===== src/sv/gwwlb_pkg.sv =====
// Shared types and constants for the greedy word-wrap line breaker.
// No dependencies; every other file refers to this package by scoped names.
`timescale 1ns / 1ps

package gwwlb_pkg;

	localparam int IDX_W   = 16;
	localparam int MAXW_W  = 12;
	localparam int CODE_W  = 8;
	localparam int GLYPH_W = 8;

	localparam logic [CODE_W-1:0] CODE_SPACE   = 8'd32;
	localparam logic [CODE_W-1:0] CODE_NEWLINE = 8'd10;

	// line queue: three lines per character at most, one spare entry
	localparam int                 SLOTS      = 3;
	localparam int                 FIFO_DEPTH = 4;
	localparam int                 FIFO_AW    = 2;
	localparam int                 FIFO_CW    = 3;
	localparam logic [FIFO_CW-1:0] FIFO_FULL  = 3'd4;

	typedef struct packed {
		logic [IDX_W-1:0] first_index;
		logic [IDX_W-1:0] end_index;
		logic             final_line;
	} line_t;

	typedef struct packed {
		logic [1:0]           cnt;
		line_t [SLOTS-1:0]    line;
	} push_t;

endpackage


===== src/sv/gwwlb_core.sv =====
// Line break decision and per-text state for the word-wrap line breaker.
// Depends on gwwlb_pkg; feeds up to three finished lines per character to the line queue.
`timescale 1ns / 1ps

module gwwlb_core #(
	parameter int LINE_LIMIT = 64
) (
	input  logic                         clk,
	input  logic                         arst_n,
	input  logic                         cfg_we,
	input  logic [gwwlb_pkg::MAXW_W-1:0] cfg_max_width,
	input  logic                         item_valid,
	input  logic [gwwlb_pkg::CODE_W-1:0] char_code,
	input  logic [gwwlb_pkg::GLYPH_W-1:0] glyph_width,
	input  logic                         text_end,
	input  logic [gwwlb_pkg::FIFO_CW-1:0] fifo_free,
	output logic                         item_take,
	output gwwlb_pkg::push_t             push
);

	localparam int LW = $clog2(LINE_LIMIT + 1);
	localparam logic [LW:0] LIMIT_EXT = (LW + 1)'(LINE_LIMIT);

	localparam int IW = gwwlb_pkg::IDX_W;

	logic [gwwlb_pkg::MAXW_W-1:0] max_width_q;
	logic [IW-1:0] line_begin_q, char_pos_q, width_sum_q, space_pos_q, wts_q;
	logic          space_seen_q;
	logic [LW-1:0] lines_out_q;

	logic [IW-1:0] pos, next_pos, nw, w_ext, rem, lb1;
	logic [IW:0]   nw_full;
	logic          is_nl, is_print, here_space, seen_eff, over;
	logic [IW-1:0] sp_eff, wts_eff, max_ext;
	logic [IW-1:0] lb_n, ws_n;
	logic          seen_n;
	logic          a_v, b_v, c_v;
	logic [IW-1:0] a_f, a_e, b_f, b_e, c_f, c_e;
	logic [1:0]    ncand, cnt;
	logic [LW:0]   room;

	always_comb begin
		pos        = char_pos_q;
		next_pos   = char_pos_q + 1'b1;
		is_nl      = (char_code == gwwlb_pkg::CODE_NEWLINE);
		is_print   = (char_code >= gwwlb_pkg::CODE_SPACE);
		w_ext      = IW'(glyph_width) + 1'b1;
		nw_full    = {1'b0, width_sum_q} + {1'b0, w_ext};
		nw         = nw_full[IW] ? '1 : nw_full[IW-1:0];
		max_ext    = IW'(max_width_q);
		here_space = (char_code == gwwlb_pkg::CODE_SPACE) && (pos != line_begin_q);
		sp_eff     = here_space ? pos : space_pos_q;
		wts_eff    = here_space ? nw : wts_q;
		seen_eff   = here_space | space_seen_q;
		over       = (max_width_q != '0) && (nw > max_ext);
		lb1        = sp_eff + 1'b1;
		rem        = nw - wts_eff;

		lb_n   = line_begin_q;
		ws_n   = width_sum_q;
		seen_n = space_seen_q;
		a_v = 1'b0; a_f = line_begin_q; a_e = pos;
		b_v = 1'b0; b_f = lb1;          b_e = pos;

		if (is_nl) begin
			a_v    = 1'b1;
			lb_n   = next_pos;
			ws_n   = '0;
			seen_n = 1'b0;
		end else if (is_print) begin
			seen_n = seen_eff;
			ws_n   = nw;
			if (over) begin
				if (seen_eff) begin
					// break at the last space and drop it
					a_v    = 1'b1;
					a_e    = sp_eff;
					lb_n   = lb1;
					seen_n = 1'b0;
					if (sp_eff == pos) begin
						ws_n = '0;
					end else begin
						ws_n = rem;
						if (rem > max_ext && pos != lb1) begin
							b_v  = 1'b1;
							lb_n = pos;
							ws_n = w_ext;
						end
					end
				end else if (pos != line_begin_q) begin
					a_v  = 1'b1;
					lb_n = pos;
					ws_n = w_ext;
				end
			end
		end

		c_v = text_end && !is_nl && (lb_n != next_pos);
		c_f = lb_n;
		c_e = next_pos;

		ncand = 2'({1'b0, a_v} + {1'b0, b_v} + {1'b0, c_v});
		room  = LIMIT_EXT - {1'b0, lines_out_q};
		cnt   = (room < (LW + 1)'(ncand)) ? room[1:0] : ncand;

		item_take = item_valid && (gwwlb_pkg::FIFO_CW'(cnt) <= fifo_free);

		push.cnt = item_take ? cnt : 2'd0;
		push.line[0].first_index = a_v ? a_f : c_f;
		push.line[0].end_index   = a_v ? a_e : c_e;
		push.line[1].first_index = b_v ? b_f : c_f;
		push.line[1].end_index   = b_v ? b_e : c_e;
		push.line[2].first_index = c_f;
		push.line[2].end_index   = c_e;
		push.line[0].final_line  = text_end && (cnt == 2'd1);
		push.line[1].final_line  = text_end && (cnt == 2'd2);
		push.line[2].final_line  = text_end && (cnt == 2'd3);
	end

	always_ff @(posedge clk or negedge arst_n) begin
		if (!arst_n) begin
			max_width_q <= '0;
		end else if (cfg_we) begin
			max_width_q <= cfg_max_width;
		end
	end

	always_ff @(posedge clk or negedge arst_n) begin
		if (!arst_n) begin
			line_begin_q <= '0;
			char_pos_q   <= '0;
			width_sum_q  <= '0;
			space_pos_q  <= '0;
			space_seen_q <= 1'b0;
			wts_q        <= '0;
			lines_out_q  <= '0;
		end else if (item_take) begin
			if (text_end) begin
				// end of text: start the next one afresh
				line_begin_q <= '0;
				char_pos_q   <= '0;
				width_sum_q  <= '0;
				space_pos_q  <= '0;
				space_seen_q <= 1'b0;
				wts_q        <= '0;
				lines_out_q  <= '0;
			end else begin
				line_begin_q <= lb_n;
				char_pos_q   <= next_pos;
				width_sum_q  <= ws_n;
				space_pos_q  <= sp_eff;
				space_seen_q <= seen_n;
				wts_q        <= wts_eff;
				lines_out_q  <= lines_out_q + LW'(cnt);
			end
		end
	end

	a_lines_bounded: assert property (@(posedge clk) disable iff (!arst_n)
		(LW + 1)'(lines_out_q) <= LIMIT_EXT)
		else $error("line count beyond limit");

	a_text_end_clears: assert property (@(posedge clk) disable iff (!arst_n)
		item_take && text_end |=> lines_out_q == '0 && char_pos_q == '0)
		else $error("text state not cleared after last character");

endmodule


===== src/sv/gwwlb_line_fifo.sv =====
// Small queue of finished lines; takes up to three per cycle, gives one per beat.
// Depends on gwwlb_pkg for the line record and queue sizes.
`timescale 1ns / 1ps

module gwwlb_line_fifo (
	input  logic                          clk,
	input  logic                          arst_n,
	input  gwwlb_pkg::push_t              push,
	output logic [gwwlb_pkg::FIFO_CW-1:0] free,
	output logic                          out_valid,
	input  logic                          out_ready,
	output gwwlb_pkg::line_t              out_line
);

	gwwlb_pkg::line_t mem [gwwlb_pkg::FIFO_DEPTH];

	logic [gwwlb_pkg::FIFO_AW-1:0] rd_q, wr_q;
	logic [gwwlb_pkg::FIFO_CW-1:0] occ_q;
	logic                          pop;

	assign free      = gwwlb_pkg::FIFO_FULL - occ_q;
	assign out_valid = (occ_q != '0);
	assign out_line  = mem[rd_q];
	assign pop       = out_valid && out_ready;

	always_ff @(posedge clk) begin
		for (int i = 0; i < gwwlb_pkg::SLOTS; i++) begin
			if (2'(i) < push.cnt) begin
				mem[wr_q + gwwlb_pkg::FIFO_AW'(i)] <= push.line[i];
			end
		end
	end

	always_ff @(posedge clk or negedge arst_n) begin
		if (!arst_n) begin
			rd_q  <= '0;
			wr_q  <= '0;
			occ_q <= '0;
		end else begin
			wr_q  <= wr_q + gwwlb_pkg::FIFO_AW'(push.cnt);
			rd_q  <= rd_q + gwwlb_pkg::FIFO_AW'(pop);
			occ_q <= occ_q + gwwlb_pkg::FIFO_CW'(push.cnt) - gwwlb_pkg::FIFO_CW'(pop);
		end
	end

	a_no_overflow: assert property (@(posedge clk) disable iff (!arst_n)
		gwwlb_pkg::FIFO_CW'(push.cnt) <= free)
		else $error("line queue overflow");

	a_occ_bounded: assert property (@(posedge clk) disable iff (!arst_n)
		occ_q <= gwwlb_pkg::FIFO_FULL)
		else $error("line queue occupancy out of range");

endmodule


===== src/sv/greedy_word_wrap_line_breaker.sv =====
// Greedy word-wrap line breaker: one text character per input beat, one line per output beat.
// Depends on gwwlb_pkg, gwwlb_core and gwwlb_line_fifo.
`timescale 1ns / 1ps

// Usage
//   s_axis carries one character per beat: code and glyph width in tdata, end of
//   text on tlast. m_axis carries one line per beat: first and end index in
//   tdata, the last line of a text marked on tlast. The cfg channel writes the
//   line width limit in pixels (zero turns wrapping off); write it only while
//   the block is idle.
//   Path: an accepted character passes the input register, then the line
//   queue, before its lines appear on m_axis.
//   Throughput: one character per cycle while each character ends at most one
//   line and the receiver keeps up. The line queue holds four lines and a
//   character is taken from the input register only when the queue has room
//   for all lines it ends, so a character that ends two or three lines may
//   hold the input while the queue drains.
//   A stalled receiver fills the line queue, then the input register, then
//   drops s_axis_tready; nothing is lost.
//   Reset clears the limit, the text state and the queue; no clearing pass.
module greedy_word_wrap_line_breaker #(
	parameter int LINE_LIMIT = 64
) (
	input  logic        clk,
	input  logic        arst_n,
	input  logic        cfg_valid,
	output logic        cfg_ready,
	input  logic [11:0] cfg_data,
	input  logic        s_axis_tvalid,
	output logic        s_axis_tready,
	input  logic [15:0] s_axis_tdata,   // [7:0] char_code, [15:8] glyph_width
	input  logic        s_axis_tlast,   // text_end
	output logic        m_axis_tvalid,
	input  logic        m_axis_tready,
	output logic [31:0] m_axis_tdata,   // [15:0] first_index, [31:16] end_index
	output logic        m_axis_tlast    // final_line
);

	logic       v_s1;
	logic [7:0] code_s1, glyph_s1;
	logic       last_s1;

	logic                          take;
	gwwlb_pkg::push_t              push;
	logic [gwwlb_pkg::FIFO_CW-1:0] free;
	gwwlb_pkg::line_t              head;

	assign cfg_ready     = 1'b1;
	assign s_axis_tready = !v_s1 || take;

	always_ff @(posedge clk or negedge arst_n) begin
		if (!arst_n) begin
			v_s1 <= 1'b0;
		end else if (s_axis_tready) begin
			v_s1 <= s_axis_tvalid;
		end
	end

	// hold the beat until the core takes it
	always_ff @(posedge clk) begin
		if (s_axis_tready && s_axis_tvalid) begin
			code_s1  <= s_axis_tdata[7:0];
			glyph_s1 <= s_axis_tdata[15:8];
			last_s1  <= s_axis_tlast;
		end
	end

	gwwlb_core #(
		.LINE_LIMIT(LINE_LIMIT)
	) u_core (
		.clk          (clk),
		.arst_n       (arst_n),
		.cfg_we       (cfg_valid && cfg_ready),
		.cfg_max_width(cfg_data),
		.item_valid   (v_s1),
		.char_code    (code_s1),
		.glyph_width  (glyph_s1),
		.text_end     (last_s1),
		.fifo_free    (free),
		.item_take    (take),
		.push         (push)
	);

	gwwlb_line_fifo u_fifo (
		.clk      (clk),
		.arst_n   (arst_n),
		.push     (push),
		.free     (free),
		.out_valid(m_axis_tvalid),
		.out_ready(m_axis_tready),
		.out_line (head)
	);

	assign m_axis_tdata = {head.end_index, head.first_index};
	assign m_axis_tlast = head.final_line;

	a_take_needs_item: assert property (@(posedge clk) disable iff (!arst_n)
		take |-> v_s1)
		else $error("core took a character with none held");

endmodule

===== config.mk =====
export PLATFORM = sky130hd
export DESIGN_NAME = greedy_word_wrap_line_breaker
export DESIGN_NICKNAME = d
export VERILOG_FILES = /design/src/sv/gwwlb_pkg.sv /design/src/sv/gwwlb_core.sv /design/src/sv/gwwlb_line_fifo.sv /design/src/sv/greedy_word_wrap_line_breaker.sv
export SDC_FILE = /design/constraint.sdc
export NUM_CORES = 1
export LEC_CHECK = 0
export BUFFER_PORTS_ARGS = -buffer_cell sky130_fd_sc_hd__buf_2
export CAP_MARGIN = 20
export CORE_MARGIN = 5
export CORE_UTILIZATION = 30
export CTS_CLUSTER_DIAMETER = 50
export DETAILED_ROUTE_END_ITERATION = 10
export SKIP_LAST_GASP = 1
export SYNTH_ARGS = -nofsm -noshare
export SYNTH_HDL_FRONTEND = slang
export SYNTH_SLANG_ARGS = --single-unit
export TNS_END_PERCENT = 5

===== constraint.sdc =====
create_clock -name clk -period 14.6 [get_ports clk]
set_clock_uncertainty 0.2 [all_clocks]
set_input_delay 2.92 -clock clk [delete_from_list [all_inputs] [get_ports clk]]
set_output_delay 2.92 -clock clk [all_outputs]
set_load 0.03 [all_outputs]

-- Word-level counts from Yosys, hierarchy flattened
Memories as Yosys holds them, arrays and structs flattened.
Index checks and enable logic that the tools add are counted.
- word-level logic and storage cells: 122
- memories: 1
- register bits: 125
- input port bits: 34
- RAM bits: 132
- output and inout bits: 36
- memories (memory ; depth ; width ; rd ports ; clocked after memory_dff ; write ports ; line ; source):
    u_fifo.mem ; 4 ; 33 ; 1 ; 0 ; 3 ; gwwlb_line_fifo.sv:15 ; gwwlb_pkg::line_t mem [gwwlb_pkg::FIFO_DEPTH];
- bitwise gates (word level): 1
- multiplexer cells: 54
- reductions and logical operators: 18
- $add $sub $neg: 16
- order comparisons: 8
- eq/ne operators: 9
- operators by type and width (cell ; number):
    16-bit two-way mux ; 30
    16-bit inequality test ; 3
    16-bit by 1-bit adder with 16-bit output (second input constant) ; 2
    16-bit by 12-bit > comparator with 1-bit output ; 2
    1-bit two-way mux ; 21
    16-bit by 16-bit adder with 17-bit output ; 1
    16-bit equality test ; 1
    16-bit subtractor ; 1
    12-bit nonzero test ; 1
    1-bit logical AND ; 11
    8-bit by 1-bit adder with 9-bit output (second input constant) ; 1
    8-bit by 4-bit equality test with 1-bit output (second input constant) ; 1
    8-bit by 6-bit equality test with 1-bit output (second input constant) ; 1
    8-bit by 6-bit >= comparator with 1-bit output (second input constant) ; 1
    8-bit by 2-bit < comparator with 1-bit output ; 1
    7-bit by 7-bit subtractor with 8-bit output (first input constant) ; 1
    7-bit by 2-bit adder with 7-bit output ; 1
    7-bit two-way mux ; 1
    3-bit nonzero test ; 2
    2-bit by 1-bit adder with 2-bit output ; 2
    2-bit equality test (second input constant) ; 2
    1-bit by 2-bit < comparator with 1-bit output (first input constant) ; 2
    2-bit two-way mux ; 2
    3-bit by 2-bit adder with 3-bit output ; 1
    other kinds (13) ; 14

-- Depth between registers and ports, before layout
- depth in word-level cells: 24
- gate-level depth with buffers: 57
- depth with buffers taken out: 55

-- Modules after synthesis
Synthesis repeated with hierarchy kept, for this count alone.
- cell total of the unflattened synthesis: 2276
- area total of the unflattened synthesis: 19059.5 µm²
- by module, submodules not included (module ; area an instance (µm²) ; cells an instance ; times used):
    gwwlb_core ; 10578.9 ; 1437 ; 1
    gwwlb_line_fifo ; 7905.1 ; 816 ; 1
    greedy_word_wrap_line_breaker ; 575.6 ; 23 ; 1

-- Least setup slack after synthesis
No wires, ideal clock.
- path type: flip-flop to flip-flop
- start: register u_core.char_pos_q[5], in the netlist u_core.b_e[5]
- end: memory u_fifo.mem[0][0] (netlist bit), enable pin
- setup time: 0.473 ns
- stages on the path, launching flop included: 48
- data arrival time: 11.693 ns
- setup slack: 2.234 ns
- buffers on the path: 7
- clock period less this slack: 12.366 ns
- cell sequence: dfrtp_1 buf_4 xnor2_4 nand4_1 or4_4 nand2_1 buf_4 buf_2 buf_1 clkbuf_1 clkbuf_1 a21oi_1 ha_1 nor2b_1 o31a_1 or2_2 a21oi_1 o21bai_1 (+12 left out) o2111ai_1 nand4b_1 o311a_1 fa_1 inv_1 ha_1 a21oi_1 nand3_1 a21oi_1 ha_1 inv_1 a21oi_1 a21oi_1 nand2_1 and2_1 clkbuf_1 o21ai_0 a211oi_1
- RTL lines (element ; line ; source):
    start, declared ; gwwlb_core.sv:27 ; logic [IW-1:0] line_begin_q, char_pos_q, width_sum_q, space_pos_q, wts_q;
    start signal, assigned ; gwwlb_core.sv:149 ; char_pos_q <= next_pos;
    end, declared ; gwwlb_line_fifo.sv:15 ;

-- Worst setup path in the final report
- start: register glyph_s1[0]
- end: output s_axis_tready
- word-level cells in the longest chain between the ends: 21
- elaborated cells between the ends (all ways): 33
- classes of those cells: add/sub: 5; order compare: 4; eq/ne: 1; mux: 18; reduce/logical: 5
- RTL lines (element ; line ; source):
    start, declared ; greedy_word_wrap_line_breaker.sv:40 ; logic [7:0] code_s1, glyph_s1;
    start signal, assigned ; greedy_word_wrap_line_breaker.sv:63 ; glyph_s1 <= s_axis_tdata[15:8];
    8-bit by 1-bit adder with 9-bit output (*) ; gwwlb_core.sv:47 ; w_ext = IW'(glyph_width) + 1'b1;
    16-bit by 16-bit adder with 17-bit output (*) ; gwwlb_core.sv:48 ; nw_full = {1'b0, width_sum_q} + {1'b0, w_ext};
    16-bit two-way mux (*) ; gwwlb_core.sv:49 ; nw = nw_full[IW] ? '1 : nw_full[IW-1:0];
    16-bit two-way mux ; gwwlb_core.sv:53 ; wts_eff = here_space ? nw : wts_q;
    16-bit subtractor ; gwwlb_core.sv:57 ; rem = nw - wts_eff;
    16-bit by 12-bit > comparator with 1-bit output ; gwwlb_core.sv:84 ; if (rem > max_ext && pos != lb1) begin
    1-bit logical AND ; gwwlb_core.sv:84 ;
    16-bit two-way mux ; gwwlb_core.sv:84 ;
    (+5 left out) ; -- ;
    16-bit inequality test ; gwwlb_core.sv:98 ; c_v = text_end && !is_nl && (lb_n != next_pos);
    1-bit logical AND ; gwwlb_core.sv:98 ;
    2-bit by 1-bit adder with 2-bit output (*) ; gwwlb_core.sv:102 ; ncand = 2'({1'b0, a_v} + {1'b0, b_v} + {1'b0, c_v});
    8-bit by 2-bit < comparator with 1-bit output ; gwwlb_core.sv:104 ; cnt = (room < (LW + 1)'(ncand)) ? room[1:0] : ncand;
    2-bit two-way mux (*) ; gwwlb_core.sv:104 ;
    2-bit by 3-bit less-or-equal comparator with 1-bit output (*) ; gwwlb_core.sv:106 ; item_take = item_valid && (gwwlb_pkg::FIFO_CW'(cnt) <= fifo_free);
    1-bit logical AND (*) ; gwwlb_core.sv:106 ;
    1-bit logical OR (*) ; greedy_word_wrap_line_breaker.sv:49 ; assign s_axis_tready = !v_s1 || take;
    end, declared ; greedy_word_wrap_line_breaker.sv:30 ; output logic s_axis_tready,
Mark *: on every way between the ends. The rest lies on a longest branch, timed or not.

==> impl_metrics.yaml <==
outcome:
  status: "complete, no violations"
floorplan:
  io_pins: 70
  die_width_um: 257
  die_height_um: 257
  die_area_um2: 65900
  core_area_um2: 60400
  start_util_pct: 30.3
  rows: 90
timing:
  finalSetupTns_ns: 0
  maxSlewHeadroom_pct: 21.4
  timing.fmax_mhz: 73.0
  hold_violations: 0
  timing.final.crit_share_pct: 93.9
  tightest_slew_ns: 1.18
  drv_slew: 0
  fin_crit_ns: 13.71
  rsz0062_at_grt: "false"
  finalSetupViolations: 0
clocking:
  cts.sinks: 257
  cts_buffer_depth: 3
  post-cts-setup-buffers: 0
  clkSlewWorstSetupHoldPaths_ns: 0.05
  clock_latency_ns: 0.58
  cts_tree: "built"
  cts_buffers: 40
  cts_max_level: 2
  holdBufCountCts: 0
  clockRootBuffer: "clkbuf_16"
power_and_ir_drop:
  cellPowerDensity_nw_per_um2: 208
  total_power_mw: 4.33
  power.leakage_nw: 7.80
  irDropWorstVdd_mv: 0.117
routing:
  via_count: 16700
  vias_per_cell: 5.92
  avgRoutedWirePerCell_um: 24.5
  drtIter0Drc: 2095
  ant_nets: 0
  drc: 0
  routed_wl_mm: 68.9
  drt_pass1_iterations: 6
global_routing:
  grt_usage_pct: 20.1
  grt_max_degree: 66
  grt_pass1_vias: 16200
  grt_pass1_wl_mm: 104
  antenna_found_initial: 0
  grt_overflow: 0
final_layout:
  register_area_um2: 7180
  multi_input_area_um2: 10300
  drive_gt1_share_pct: 14.7
  diodes: 0
  nets: 2103
  synthToLayoutAreaGrowth_pct: 14.1
  final_cell_area_um2: 20800
  fill_cells: 6155
place:
  gp_congestion: 1.02
  placed_cell_area_um2: 19500
  port_buffers: 68
  dp_hpwl_mm: 49.0
synthesis:
  netlist_area_um2: 18300
  synth_edf_count: 149
  synth_area_leaders: "edfxtp_1, dfrtp_1, o21ai_0, nand2_1, ha_1"
  synth_top_cell_by_area: "edfxtp_1"
  ys_warn_count: 0
  yosysUniqueCellTypes: 98
  synthCells: 1992
  synthFlopType: "edfxtp_1"
  yosys.area.top_type_share_pct: 24.5
  ys_seq_area_share_pct: 39.3
  ys_ff_latch: 257
  async_reset_ff_share_pct: 42.0
  synth.avg_cell_area_um2: 9.17
  syn-num-nets: 2095
setup_path:
  slowest_delay_ns: 0.48
  critPathKind: "reg -> out"
  path_common_cell: "a21oi_1"
  critPathLaunchType: "flip-flop"
  worstPathArrival_ns: 10.59
  worst_ep_required_time_ns: 11.48
  critPathCaptureType: "primary output"
  worstPathMaxFanout: 15
  crit_path_top_delay_cell: "edfxtp_1"
min_path:
  hold_class: "reg -> reg"
flow_run:
  maxCapViolCount: 0
[registers in the layout, indices dropped and copies added, names as in the netlist]
signal	flops
code_s1	8
u_fifo.rd_q	2
u_core.space_pos_q	16
u_fifo.occ_q	3
u_core.space_seen_q	1
v_s1	1
u_fifo.mem	132
u_fifo.wr_q	2
glyph_s1	8
u_core.b_e	16
u_core.max_width_q	12
u_core.width_sum_q	16
u_core.a_f	16
last_s1	1
u_core.lines_out_q	7
u_core.wts_q	16
[Yosys cell counts, drive strengths merged (34+ instances only)]
master,n
a21oi,114
a22oi,41
buf,56
clkbuf,110
dfrtp,108
edfxtp,149
ha,64
inv,67
nand2,231
nand3,60
nor2,165
o21ai,219
o221ai,84
xnor2,80
xor2,34
[worst paths after layout]
check / slack (ns) / startpoint / to / cells after the start
min: 0.29 / u_core.wts_q[13] / u_core.wts_q[13] / 2
max: 0.89 / glyph_s1[0] / s_axis_tready / 44
max in group asynchronous: 10.60 / arst_n / u_core.width_sum_q[14] / 2
max reg2reg: 1.93 / glyph_s1[0] / u_fifo.mem[0][16] / 50
min in group asynchronous: 2.33 / arst_n / u_core.space_pos_q[15] / 1
min reg2reg: 0.29 / u_core.wts_q[13] / u_core.wts_q[13] / 2
[per-layer routing]
layer / routed length (um) / global-route usage, % / up-vias / share of wire (%)
met2: 30500 / 31.1 / 970 / 44
met3: 6110 / 4.02 / 174 / 8.9
li1: - / - / 7469 / -
met1: 29300 / 27.7 / 8040 / 43
met5: 0 / 0 / - / 0
met4: 2900 / 8.13 / 0 / 4.2
[where the power goes]
part           internal [mW]  total (mW)  leakage, nW  switching, mW
registers              0.993        1.08         2.85         0.0833
logic                  0.803        2.31         4.31           1.51
clock network          0.571       0.947        0.634          0.376
total                   2.37        4.33         7.80           1.97
[repair_timing]
item	CTS	global route
endpoints found under the setup margin	0	14
resized for setup	0	10
hold endpoints to repair	0	0
[worst max-delay path: cells and delay by family, from the launching register on]
kind,cells,cell delay [ns]
xor+xnor,2,0.36
compound gates,20,4.22
flops,1,0.48
mux,2,0.65
buf+inv,4,0.42
fa+ha+maj,7,2.09
simple gates,9,1.78
[layout make-up]
type	count	area share (%)
multi-input combinational	1501	49.4
sequential	257	34.4
clock buffer	46	4.96
tap	782	4.70
timing repair buffer	132	4.00
clock inverter	27	1.32
inverter	68	1.22
[kinds of logic (layout without fill, tap and decap cells)]
group / Yosys count / after routing / synth area share [%]
adder cells (fa/ha/maj): 71 / 71 / 5.04
other: 1 / 1 / 0.0205
flip-flops: 257 / 257 / 39.3
multiplexers: 58 / 58 / 5.52
XOR/XNOR: 114 / 114 / 5.65
AO/OA/AOI/OAI: 648 / 648 / 24.0
AND/OR/NAND/NOR: 609 / 609 / 15.2
buffers and inverters: 234 / 273 / 5.29
[per-stage QoR]
stage | util, % | worst slack, ns | hold slack [ns] | instances
6_report | 34.5 | 0.893 | 0.286 | 2813
5_1_grt | 34.5 | 0.0522 | 0.306 | 2813
4_1_cts | 34.4 | 0.107 | 0.291 | 2811
3_5_place_dp | 32.3 | 0.734 | 0.277 | 2738
3_3_place_gp | 32.2 | 1.03 | 0.266 | 2737
2_1_floorplan | - | 2.23 | 0.249 | 1992
[layout by cell type, fill, tap and decap left out, drive strengths merged, types with 41 or more instances in the layout]
cell / n
a21oi: 114
a22oi: 41
buf: 132
clkbuf: 46
dfrtp: 108
edfxtp: 149
ha: 64
inv: 76
nand2: 231
nand3: 60
nor2: 165
o21ai: 219
o221ai: 84
xnor2: 80
(Power assumes the default switching activity.)
